**src/rtl/core/lewer_pkg.sv**
```systemverilog
// Package for the line editor with echo ring: request and status codes,
// character constants, the microcode word layout, the control store and the dispatch table.
// No dependencies.
`default_nettype none

package lewer_pkg;

  // Request kinds carried in the input tuser.
  typedef enum logic [1:0] {
    REQ_RX      = 2'd0,
    REQ_POP     = 2'd1,
    REQ_READ    = 2'd2,
    REQ_RELEASE = 2'd3
  } req_t;

  // Result status codes.
  typedef enum logic [1:0] {
    ST_OK      = 2'd0,
    ST_REFUSED = 2'd1,
    ST_EMPTY   = 2'd2,
    ST_BEYOND  = 2'd3
  } status_t;

  // Character codes.
  localparam logic [7:0] CH_CR    = 8'h0d;
  localparam logic [7:0] CH_CTRR  = 8'h12;
  localparam logic [7:0] CH_CTRU  = 8'h15;
  localparam logic [7:0] CH_DEL   = 8'h7f;
  localparam logic [7:0] CH_BS    = 8'h08;
  localparam logic [7:0] CH_SP    = 8'h20;
  localparam logic [7:0] CH_LF    = 8'h0a;
  localparam logic [7:0] CH_CARET = 8'h5e;
  localparam logic [7:0] CH_R     = 8'h52;

  // Source of the byte pushed into the echo ring in a step.
  typedef enum logic [1:0] {
    PS_NONE  = 2'd0,
    PS_CONST = 2'd1,
    PS_CHAR  = 2'd2,
    PS_LINE  = 2'd3
  } psel_t;

  // Datapath action of a step.
  typedef enum logic [3:0] {
    A_NONE        = 4'd0,
    A_EMIT        = 4'd1,
    A_ST_REFUSE   = 4'd2,
    A_RELEASE     = 4'd3,
    A_POP_TAKE    = 4'd4,
    A_ST_EMPTY    = 4'd5,
    A_LINE_RD_REQ = 4'd6,
    A_LINE_TAKE   = 4'd7,
    A_ST_BEYOND   = 4'd8,
    A_CR_STORE    = 4'd9,
    A_DONE_SET    = 4'd10,
    A_IDX_CLR     = 4'd11,
    A_IDX_INC     = 4'd12,
    A_CNT_CLR     = 4'd13,
    A_CNT_DEC     = 4'd14,
    A_CHR_STORE   = 4'd15
  } act_t;

  // Jump conditions.
  typedef enum logic [3:0] {
    C_NONE     = 4'd0,
    C_ALWAYS   = 4'd1,
    C_DISPATCH = 4'd2,
    C_OUT_FREE = 4'd3,
    C_EMPTY    = 4'd4,
    C_BEYOND   = 4'd5,
    C_IDX_END  = 4'd6,
    C_CNT_ZERO = 4'd7,
    C_CNT_FULL = 4'd8
  } cond_t;

  localparam int UPC_W = 5;

  typedef struct packed {
    psel_t            psel;
    logic [7:0]       konst;
    act_t             act;
    cond_t            cond;
    logic             hold;
    logic [UPC_W-1:0] target;
  } uword_t;

  // Step addresses of the control program.
  localparam logic [UPC_W-1:0] U_FETCH   = 5'd0;
  localparam logic [UPC_W-1:0] U_EMIT    = 5'd1;
  localparam logic [UPC_W-1:0] U_REFUSE  = 5'd2;
  localparam logic [UPC_W-1:0] U_RELEASE = 5'd3;
  localparam logic [UPC_W-1:0] U_POP0    = 5'd4;
  localparam logic [UPC_W-1:0] U_POP1    = 5'd5;
  localparam logic [UPC_W-1:0] U_POPE    = 5'd6;
  localparam logic [UPC_W-1:0] U_RD0     = 5'd7;
  localparam logic [UPC_W-1:0] U_RD1     = 5'd8;
  localparam logic [UPC_W-1:0] U_RDE     = 5'd9;
  localparam logic [UPC_W-1:0] U_CR0     = 5'd10;
  localparam logic [UPC_W-1:0] U_CR1     = 5'd11;
  localparam logic [UPC_W-1:0] U_RR0     = 5'd12;
  localparam logic [UPC_W-1:0] U_RR1     = 5'd13;
  localparam logic [UPC_W-1:0] U_RR2     = 5'd14;
  localparam logic [UPC_W-1:0] U_RR3     = 5'd15;
  localparam logic [UPC_W-1:0] U_RRL     = 5'd16;
  localparam logic [UPC_W-1:0] U_RRP     = 5'd17;
  localparam logic [UPC_W-1:0] U_RU0     = 5'd18;
  localparam logic [UPC_W-1:0] U_RUL     = 5'd19;
  localparam logic [UPC_W-1:0] U_RU1     = 5'd20;
  localparam logic [UPC_W-1:0] U_RU2     = 5'd21;
  localparam logic [UPC_W-1:0] U_RU3     = 5'd22;
  localparam logic [UPC_W-1:0] U_RUC     = 5'd23;
  localparam logic [UPC_W-1:0] U_DEL0    = 5'd24;
  localparam logic [UPC_W-1:0] U_DEL1    = 5'd25;
  localparam logic [UPC_W-1:0] U_DEL2    = 5'd26;
  localparam logic [UPC_W-1:0] U_DEL3    = 5'd27;
  localparam logic [UPC_W-1:0] U_CH0     = 5'd28;
  localparam logic [UPC_W-1:0] U_CH1     = 5'd29;
  localparam logic [UPC_W-1:0] U_CHF     = 5'd30;

  // Builds one control word.
  function automatic uword_t mk(psel_t ps, logic [7:0] k, act_t a, cond_t c,
                                logic h, logic [UPC_W-1:0] t);
    uword_t w;
    w.psel   = ps;
    w.konst  = k;
    w.act    = a;
    w.cond   = c;
    w.hold   = h;
    w.target = t;
    return w;
  endfunction

  // Control store: one word per step. A taken jump goes to target, or to the
  // dispatch entry on C_DISPATCH; an untaken one holds or falls to the next address.
  function automatic uword_t ucode_rom(logic [UPC_W-1:0] a);
    uword_t w;
    case (a)
      U_FETCH:   w = mk(PS_NONE,  8'h00,    A_NONE,        C_DISPATCH, 1'b1, U_FETCH);
      U_EMIT:    w = mk(PS_NONE,  8'h00,    A_EMIT,        C_OUT_FREE, 1'b1, U_FETCH);
      U_REFUSE:  w = mk(PS_NONE,  8'h00,    A_ST_REFUSE,   C_ALWAYS,   1'b0, U_EMIT);
      U_RELEASE: w = mk(PS_NONE,  8'h00,    A_RELEASE,     C_ALWAYS,   1'b0, U_EMIT);
      U_POP0:    w = mk(PS_NONE,  8'h00,    A_NONE,        C_EMPTY,    1'b0, U_POPE);
      U_POP1:    w = mk(PS_NONE,  8'h00,    A_POP_TAKE,    C_ALWAYS,   1'b0, U_EMIT);
      U_POPE:    w = mk(PS_NONE,  8'h00,    A_ST_EMPTY,    C_ALWAYS,   1'b0, U_EMIT);
      U_RD0:     w = mk(PS_NONE,  8'h00,    A_LINE_RD_REQ, C_BEYOND,   1'b0, U_RDE);
      U_RD1:     w = mk(PS_NONE,  8'h00,    A_LINE_TAKE,   C_ALWAYS,   1'b0, U_EMIT);
      U_RDE:     w = mk(PS_NONE,  8'h00,    A_ST_BEYOND,   C_ALWAYS,   1'b0, U_EMIT);
      U_CR0:     w = mk(PS_CONST, CH_CR,    A_CR_STORE,    C_NONE,     1'b0, U_FETCH);
      U_CR1:     w = mk(PS_CONST, CH_LF,    A_DONE_SET,    C_ALWAYS,   1'b0, U_EMIT);
      U_RR0:     w = mk(PS_CONST, CH_CARET, A_IDX_CLR,     C_NONE,     1'b0, U_FETCH);
      U_RR1:     w = mk(PS_CONST, CH_R,     A_NONE,        C_NONE,     1'b0, U_FETCH);
      U_RR2:     w = mk(PS_CONST, CH_CR,    A_NONE,        C_NONE,     1'b0, U_FETCH);
      U_RR3:     w = mk(PS_CONST, CH_LF,    A_NONE,        C_NONE,     1'b0, U_FETCH);
      U_RRL:     w = mk(PS_NONE,  8'h00,    A_NONE,        C_IDX_END,  1'b0, U_EMIT);
      U_RRP:     w = mk(PS_LINE,  8'h00,    A_IDX_INC,     C_ALWAYS,   1'b0, U_RRL);
      U_RU0:     w = mk(PS_NONE,  8'h00,    A_IDX_CLR,     C_NONE,     1'b0, U_FETCH);
      U_RUL:     w = mk(PS_NONE,  8'h00,    A_NONE,        C_IDX_END,  1'b0, U_RUC);
      U_RU1:     w = mk(PS_CONST, CH_BS,    A_NONE,        C_NONE,     1'b0, U_FETCH);
      U_RU2:     w = mk(PS_CONST, CH_SP,    A_NONE,        C_NONE,     1'b0, U_FETCH);
      U_RU3:     w = mk(PS_CONST, CH_BS,    A_IDX_INC,     C_ALWAYS,   1'b0, U_RUL);
      U_RUC:     w = mk(PS_NONE,  8'h00,    A_CNT_CLR,     C_ALWAYS,   1'b0, U_EMIT);
      U_DEL0:    w = mk(PS_NONE,  8'h00,    A_NONE,        C_CNT_ZERO, 1'b0, U_EMIT);
      U_DEL1:    w = mk(PS_CONST, CH_BS,    A_NONE,        C_NONE,     1'b0, U_FETCH);
      U_DEL2:    w = mk(PS_CONST, CH_SP,    A_NONE,        C_NONE,     1'b0, U_FETCH);
      U_DEL3:    w = mk(PS_CONST, CH_BS,    A_CNT_DEC,     C_ALWAYS,   1'b0, U_EMIT);
      U_CH0:     w = mk(PS_NONE,  8'h00,    A_NONE,        C_CNT_FULL, 1'b0, U_CHF);
      U_CH1:     w = mk(PS_CHAR,  8'h00,    A_CHR_STORE,   C_ALWAYS,   1'b0, U_EMIT);
      U_CHF:     w = mk(PS_CONST, CH_LF,    A_NONE,        C_ALWAYS,   1'b0, U_EMIT);
      default:   w = mk(PS_NONE,  8'h00,    A_NONE,        C_ALWAYS,   1'b0, U_FETCH);
    endcase
    return w;
  endfunction

  // Entry step of the routine for an accepted request.
  function automatic logic [UPC_W-1:0] dispatch(req_t req, logic [7:0] ch, logic done);
    logic [UPC_W-1:0] t;
    case (req)
      REQ_RX: begin
        if (done) begin
          t = U_REFUSE;
        end else begin
          case (ch)
            CH_CR:   t = U_CR0;
            CH_CTRR: t = U_RR0;
            CH_CTRU: t = U_RU0;
            CH_DEL:  t = U_DEL0;
            default: t = U_CH0;
          endcase
        end
      end
      REQ_POP:     t = U_POP0;
      REQ_READ:    t = U_RD0;
      REQ_RELEASE: t = U_RELEASE;
      default:     t = U_RELEASE;
    endcase
    return t;
  endfunction

endpackage

`default_nettype wire

```
**src/rtl/core/line_editor_with_echo_ring_unit.sv**
```systemverilog
// Top level of the line editor with echo ring: microcode sequencer, line store,
// echo ring and output register. Depends on lewer_pkg.
//
// Each request runs as a routine of microcode steps, one step per echo push, with the
// registered line store read between the read request and the take; Ctrl-R and Ctrl-U
// loop over the stored line. A stalled output holds the emit step. One item is worked
// on at a time; tready returns in the same cycle that the result becomes valid.
// Reset (rst, synchronous, active high) empties the line and the ring; the two
// memories are not cleared.
`default_nettype none

module line_editor_with_echo_ring_unit #(
  parameter int BUFFER_DEPTH = 64
) (
  input  wire logic        clk,
  input  wire logic        rst,
  input  wire logic        s_tvalid,
  output logic             s_tready,
  // s_tdata fields from bit 0: char_in[7:0], line_index[13:8], zero pad[15:14].
  input  wire logic [15:0] s_tdata,
  // s_tuser fields from bit 0: req_type[1:0].
  input  wire logic [1:0]  s_tuser,
  output logic             m_tvalid,
  input  wire logic        m_tready,
  // m_tdata fields from bit 0: data_byte[7:0], line_ready[8], line_length[15:9],
  // echo_count[21:16], zero pad[23:22].
  output logic [23:0]      m_tdata,
  // m_tuser fields from bit 0: data_valid[0], status[2:1].
  output logic [2:0]       m_tuser
);
  import lewer_pkg::*;

  localparam int AW  = $clog2(BUFFER_DEPTH);
  localparam int LCW = $clog2(BUFFER_DEPTH + 1);
  localparam int CW  = (LCW > 7) ? LCW : 7;

  // Sequencer state.
  logic [UPC_W-1:0] upc, upc_next;
  uword_t           uw;
  logic             cond_true;

  // Line and ring control state.
  logic [LCW-1:0] cnt;
  logic           done;
  logic [AW-1:0]  head, tail, tail_nxt, head_nxt;
  logic [AW:0]    used_w;
  logic [AW-1:0]  used;

  // Per-item registers.
  logic [7:0]     char_q;
  logic [5:0]     idx_q;
  logic [LCW-1:0] lp;
  logic [7:0]     res_data;
  logic           res_valid;
  status_t        res_status;

  // Memories and their ports.
  logic [7:0]    ring_mem [BUFFER_DEPTH];
  logic [7:0]    line_mem [BUFFER_DEPTH];
  logic [7:0]    ring_q, line_q;
  logic          push_en;
  logic [7:0]    push_byte;
  logic          line_we;
  logic [AW-1:0] line_wa, line_ra;
  logic [7:0]    line_wd;

  logic          accept, out_free, emit, beyond;
  logic [CW-1:0] idx_w, cnt_w;

  assign uw       = ucode_rom(upc);
  assign s_tready = (upc == U_FETCH);
  assign accept   = s_tvalid && s_tready;
  assign out_free = !m_tvalid || m_tready;
  assign emit     = (uw.act == A_EMIT) && out_free;

  // Ring pointers and fill level.
  assign tail_nxt = (tail == AW'(BUFFER_DEPTH - 1)) ? '0 : tail + AW'(1);
  assign head_nxt = (head == AW'(BUFFER_DEPTH - 1)) ? '0 : head + AW'(1);
  assign used_w   = (tail >= head) ? ({1'b0, tail} - {1'b0, head})
                                   : ({1'b0, tail} + (AW+1)'(BUFFER_DEPTH) - {1'b0, head});
  assign used     = used_w[AW-1:0];

  // Line read range check.
  assign idx_w  = CW'(idx_q);
  assign cnt_w  = CW'(cnt);
  assign beyond = !((idx_w < cnt_w) && (idx_w < CW'(BUFFER_DEPTH)));

  // Jump condition of the current step.
  always_comb begin
    case (uw.cond)
      C_NONE:     cond_true = 1'b0;
      C_ALWAYS:   cond_true = 1'b1;
      C_DISPATCH: cond_true = accept;
      C_OUT_FREE: cond_true = out_free;
      C_EMPTY:    cond_true = (head == tail);
      C_BEYOND:   cond_true = beyond;
      C_IDX_END:  cond_true = (lp >= cnt);
      C_CNT_ZERO: cond_true = (cnt == '0);
      C_CNT_FULL: cond_true = (cnt >= LCW'(BUFFER_DEPTH - 1));
      default:    cond_true = 1'b1;
    endcase
  end

  // Next step address.
  always_comb begin
    if (cond_true) begin
      if (uw.cond == C_DISPATCH) begin
        upc_next = dispatch(req_t'(s_tuser), s_tdata[7:0], done);
      end else begin
        upc_next = uw.target;
      end
    end else if (uw.hold) begin
      upc_next = upc;
    end else begin
      upc_next = upc + UPC_W'(1);
    end
  end

  // Echo push source; a push into a full ring is dropped.
  always_comb begin
    case (uw.psel)
      PS_CONST: push_byte = uw.konst;
      PS_CHAR:  push_byte = char_q;
      PS_LINE:  push_byte = line_q;
      default:  push_byte = 8'h00;
    endcase
    push_en = (uw.psel != PS_NONE) && (tail_nxt != head);
  end

  // Line store port control.
  assign line_we = (uw.act == A_CHR_STORE) ||
                   ((uw.act == A_CR_STORE) && (cnt < LCW'(BUFFER_DEPTH)));
  assign line_wd = (uw.act == A_CHR_STORE) ? char_q : CH_LF;
  assign line_wa = cnt[AW-1:0];
  assign line_ra = (uw.act == A_LINE_RD_REQ) ? AW'(idx_w) : lp[AW-1:0];

  // Echo ring memory with registered read at the head.
  always_ff @(posedge clk) begin
    if (push_en) begin
      ring_mem[tail] <= push_byte;
    end
    ring_q <= ring_mem[head];
  end

  // Line store memory with registered read.
  always_ff @(posedge clk) begin
    if (line_we) begin
      line_mem[line_wa] <= line_wd;
    end
    line_q <= line_mem[line_ra];
  end

  // Control registers.
  always_ff @(posedge clk) begin
    if (rst) begin
      upc      <= U_FETCH;
      cnt      <= '0;
      done     <= 1'b0;
      head     <= '0;
      tail     <= '0;
      m_tvalid <= 1'b0;
    end else begin
      upc <= upc_next;
      if (push_en) begin
        tail <= tail_nxt;
      end
      case (uw.act)
        A_CR_STORE: begin
          if (cnt < LCW'(BUFFER_DEPTH)) begin
            cnt <= cnt + LCW'(1);
          end
        end
        A_CHR_STORE: cnt <= cnt + LCW'(1);
        A_CNT_DEC:   cnt <= cnt - LCW'(1);
        A_CNT_CLR:   cnt <= '0;
        A_DONE_SET:  done <= 1'b1;
        A_RELEASE: begin
          cnt  <= '0;
          done <= 1'b0;
        end
        A_POP_TAKE:  head <= head_nxt;
        default: begin
        end
      endcase
      // A new result replaces one that leaves in the same cycle.
      if (emit) begin
        m_tvalid <= 1'b1;
      end else if (m_tvalid && m_tready) begin
        m_tvalid <= 1'b0;
      end
    end
  end

  // Per-item payload registers and the output register.
  always_ff @(posedge clk) begin
    if (accept) begin
      char_q     <= s_tdata[7:0];
      idx_q      <= s_tdata[13:8];
      res_data   <= 8'h00;
      res_valid  <= 1'b0;
      res_status <= ST_OK;
    end
    case (uw.act)
      A_IDX_CLR:   lp <= '0;
      A_IDX_INC:   lp <= lp + LCW'(1);
      A_POP_TAKE: begin
        res_data  <= ring_q;
        res_valid <= 1'b1;
      end
      A_LINE_TAKE: begin
        res_data  <= line_q;
        res_valid <= 1'b1;
      end
      A_ST_REFUSE: res_status <= ST_REFUSED;
      A_ST_EMPTY:  res_status <= ST_EMPTY;
      A_ST_BEYOND: res_status <= ST_BEYOND;
      default: begin
      end
    endcase
    if (emit) begin
      m_tdata <= {2'b00, 6'(used), 7'(cnt), done, res_data};
      m_tuser <= {res_status, res_valid};
    end
  end

endmodule

`default_nettype wire

```
**config.mk**
```make
export PLATFORM = sky130hd
export DESIGN_NAME = line_editor_with_echo_ring_unit
export DESIGN_NICKNAME = d
export VERILOG_FILES = /design/src/rtl/core/lewer_pkg.sv /design/src/rtl/core/line_editor_with_echo_ring_unit.sv
export SDC_FILE = /design/constraint.sdc
export NUM_CORES = 1
export LEC_CHECK = 0
export ABC_CLOCK_PERIOD_IN_PS = 4200
export BUFFER_PORTS_ARGS = -buffer_cell sky130_fd_sc_hd__buf_2
export CELL_PAD_IN_SITES_DETAIL_PLACEMENT = 1
export CELL_PAD_IN_SITES_GLOBAL_PLACEMENT = 1
export CORE_MARGIN = 4
export CORE_UTILIZATION = 50
export DETAILED_ROUTE_END_ITERATION = 10
export PLACE_DENSITY_LB_ADDON = 0.1
export SKIP_CTS_REPAIR_TIMING = 1
export SLEW_MARGIN = 20
export SYNTH_ARGS = -nofsm -noshare
export SYNTH_HDL_FRONTEND = slang
export SYNTH_SLANG_ARGS = --single-unit
```
**constraint.sdc**
```tcl
create_clock -name clk -period 4.2 [get_ports clk]
set_input_delay 0.63 -clock clk [delete_from_list [all_inputs] [get_ports clk]]
set_output_delay 0.63 -clock clk [all_outputs]
set_load 0.05 [all_outputs]
```
==> results.txt <==
From left edge to right edge, the die measures 311 um. The number of global-route vias before repair is 25000, and the remaining global-route overflow is 0. In this run the static leakage power is 15.4 nW. The starting density of the core was 0.507. The sequential cells in the finished layout cover a total of 33700 sq um. Initial antenna violation count: 3. Internal power comes to 19.3 mW. The tree is rooted in a sky130_fd_sc_hd__clkbuf_16.

Number of max-capacitance violations reported: 0. Sorting the synthesized cells by how often they occur yields sky130_fd_sc_hd__edfxtp_1, sky130_fd_sc_hd__mux4_2, sky130_fd_sc_hd__nor2_1. For this run, the post-layout net count is 2656. The core region is 90400 sq um.

The most used flip-flop cell after synthesis is sky130_fd_sc_hd__edfxtp_1. For this run, design rule violations remaining after detail routing come to 0. In the synthesized netlist, the number of instances is 2397. Between clock sinks in the finished design, the worst skew comes to 0.0168 ns. The cell taking the most area after synthesis was sky130_fd_sc_hd__edfxtp_1. Summed over all layers, the routed wires come to 112 mm. Clock-pin slew was measured on the worst setup and hold paths at 0.06 ns. During synthesis, Yosys emitted a total of 0 warnings. For the number of filler instances in the final layout, the log shows 7776. TritonCTS created 114 clock buffers. The tools report the total iterations of the first detailed-routing run as 7. The path class of the tightest hold or removal check is primary input to register. The final count of pins violating max slew came out at 0. The run gives 72.7 mm as the HPWL after detailed placement. The run finished with clean final reports. In this run the remaining antenna-violating nets after routing total 0. The critical path is of the register to register type. The share of power burned in the clock network was 0.397; the layout overhead on the synthesized area was 13.8%. The share of final-layout standard cells stronger than drive strength 1 works out to 0.268.

The switching share of power works out to 0.237. Yosys attributes the largest share of cell area to sky130_fd_sc_hd__edfxtp_1, sky130_fd_sc_hd__mux4_2, sky130_fd_sc_hd__dfxtp_1. The clock drives 1145 sinks. Excluding fillers, the count of instances in the completed layout stands at 3868. The logs give 0 for the number of antenna diodes and 110 for the number of placement rows. The number of enable flip-flop cells after synthesis was 1080; the maximum fanout count along the critical path was 44. The share of total power in combinational logic is 0.093. A synthesized cell averages 19.1 sq um. The category of the worst setup path launch point was a register. After detailed routing, the average wire length per cell comes to 29.1 um. The power per standard cell area was 484 nW/um^2; the net switching component of the power was 5.99 mW.

The combined global-route utilization of all metal layers was 0.235. Setup violations remaining at the end of the flow were counted as 0. The clock reaches the later pin of the worst-skew pair after 0.70 ns. The run gives 4.72 ns as the data required time at the worst endpoint. The average vias per placed instance is 6.04, and the share of the cycle needed by the critical path after routing is 0.931.

The first global-routing pass estimated 169 mm of wire. TritonCTS built the clock tree. The cell area that synthesis handed to floorplanning was 45800 sq um. The sequential group share of total power came out at 0.510. The run gives 0 as the number of hold violations in the final report. The maximum frequency from static timing analysis was 256 MHz; the remaining max-slew budget at the tightest pin was 0.275. In this run, the number of DRC markers left after iteration 0 of detailed routing was 2121. Routability-driven placement finished with a final weighted congestion of 0.835. Number of distinct library cells after synthesis: 75. The port buffer count came out at 46.

Data arrives at the worst endpoint at 4.43 ns. Number of placed instances with taps included: 3657. The routed layout has 23400 vias.

STA classifies the critical path endpoint as a register. The transition time at the pin with the least slew margin came out at 1.09 ns. Setup repair after global routing left no endpoint under its margin. The top-level port count was 51; the worst voltage drop across the vdd grid was 0.000395 V. The buffer levels on the longest clock path was 3. In the final layout, the multi-input gates occupy 11600 sq um. The sequential cell area fraction in the yosys report was 0.736.

The minimum clock period after layout is 3.91 ns, and the largest net degree at the start of global routing is 135. The fraction of synthesized cell area taken by the top area cell type was 0.707. The most common cell in the synthesized netlist is sky130_fd_sc_hd__edfxtp_1.

For the die footprint, the log shows 96600 sq um. For the accumulated negative setup slack, the log shows 0 ns. In this run the vertical extent of the chip is 311 um.

The clock tree synthesis step divided the H-tree into 3 levels. The share of flip-flops with an asynchronous set or reset is 0, and the number of register bits inferred by synthesis is 1145.
## final cells by class
class / instances / share of cell area
clock inverter: 59 / 0.0116
sequential: 1145 / 0.647
timing repair buffer: 200 / 0.0292
multi-input combinational: 1098 / 0.222
tap: 1176 / 0.0282
inverter: 38 / 0.00273
clock buffer: 152 / 0.0597
## kinds of logic after synthesis
| kind of cell | count (synthesis) | share of synthesized area |
|---|---|---|
| buffers and inverters | 155 | 0.0138 |
| and+or+nand+nor | 501 | 0.0490 |
| adders and majority gates | 37 | 0.0104 |
| AOI/OAI and AO/OA | 176 | 0.0270 |
| other | 1 | 0.0000818 |
| DFF | 1145 | 0.736 |
| muxes | 349 | 0.158 |
| xor gates and xnor gates | 33 | 0.00630 |
## through the flow
stage	hold slack (ns)	power [mW]	cell area (sq um)	utilization	setup slack, ns
6_report	0.114	25.2	52200	0.577	0.291
3_5_place_dp	0.407	15.5	48400	0.536	0.353
5_1_grt	0.0694	26.2	52200	0.577	0.176
4_1_cts	0.0627	25.5	52200	0.577	0.346
2_1_floorplan	0.400	14.6	45900	-	0.235
3_3_place_gp	0.402	15.4	48400	0.536	0.421
## flip-flops by register name (all words and copies together) (netlist names)
register and count:
line_mem 512, ring_mem 512, m_tdata 22, uw 22, char_q 8, line_q 8, res_data 8, ring_q 8
cnt 7, lp 7, head 6, idx_q 6, tail 6, upc 5, m_tuser 3, res_status 2
done 1, m_tvalid 1, res_valid 1
## final timing paths
| path | endpoint | startpoint | slack [ns] | depth (start not counted) |
|---|---|---|---|---|
| max | line_q[7] | uw[11] | 0.29 | 12 |
| min | idx_q[3] | s_tdata[11] | 0.11 | 1 |
| max reg2reg | line_q[7] | uw[11] | 0.29 | 12 |
| min reg2reg | m_tuser[2] | res_status[1] | 0.43 | 0 |
## power groups by stage
stage	Clock [mW]	Sequential [mW]	Combinational (mW)
2_1_floorplan	0	13.1	1.47
3_3_place_gp	0	13.1	2.28
3_5_place_dp	0	13.1	2.35
4_1_cts	10.3	12.9	2.36
5_1_grt	10.8	12.9	2.53
6_report	10.0	12.9	2.35
## routing by layer
metal,global-route usage,up-vias,part of all wire
met5,0,-,0.00015
met4,0.0764,2,0.036
met3,0.0298,221,0.042
met2,0.411,625,0.52
met1,0.309,12400,0.40
li1,-,10100,-
## critical path: stages (launching register included)
cell and delay, ns:
sky130_fd_sc_hd__dfxtp_1 0.63, sky130_fd_sc_hd__nand2b_1 0.24, sky130_fd_sc_hd__nor2_4 0.23, sky130_fd_sc_hd__buf_4 0.24, sky130_fd_sc_hd__mux2i_4 0.27, sky130_fd_sc_hd__buf_12 0.20
sky130_fd_sc_hd__buf_12 0.24, sky130_fd_sc_hd__buf_12 0.31, sky130_fd_sc_hd__mux4_2 0.25, sky130_fd_sc_hd__nand2_1 0.05, sky130_fd_sc_hd__a31oi_1 0.54, sky130_fd_sc_hd__a32oi_1 0.12
sky130_fd_sc_hd__o21ai_0 0.29
## placed cells by master, fill, tap and decap left out, types with 26 or more instances in the layout
cell type,n
sky130_fd_sc_hd__edfxtp_1,1080
sky130_fd_sc_hd__inv_1,34
sky130_fd_sc_hd__clkbuf_1,26
sky130_fd_sc_hd__ha_1,35
sky130_fd_sc_hd__a21oi_1,35
sky130_fd_sc_hd__nor2_1,214
sky130_fd_sc_hd__nand2_1,133
sky130_fd_sc_hd__clkbuf_16,114
sky130_fd_sc_hd__dfxtp_1,62
sky130_fd_sc_hd__mux2i_1,38
sky130_fd_sc_hd__buf_4,143
sky130_fd_sc_hd__nand3_1,46
sky130_fd_sc_hd__o21ai_0,26
sky130_fd_sc_hd__mux4_2,296
sky130_fd_sc_hd__buf_2,46
sky130_fd_sc_hd__clkinv_2,26
(Power assumes the default switching activity.)
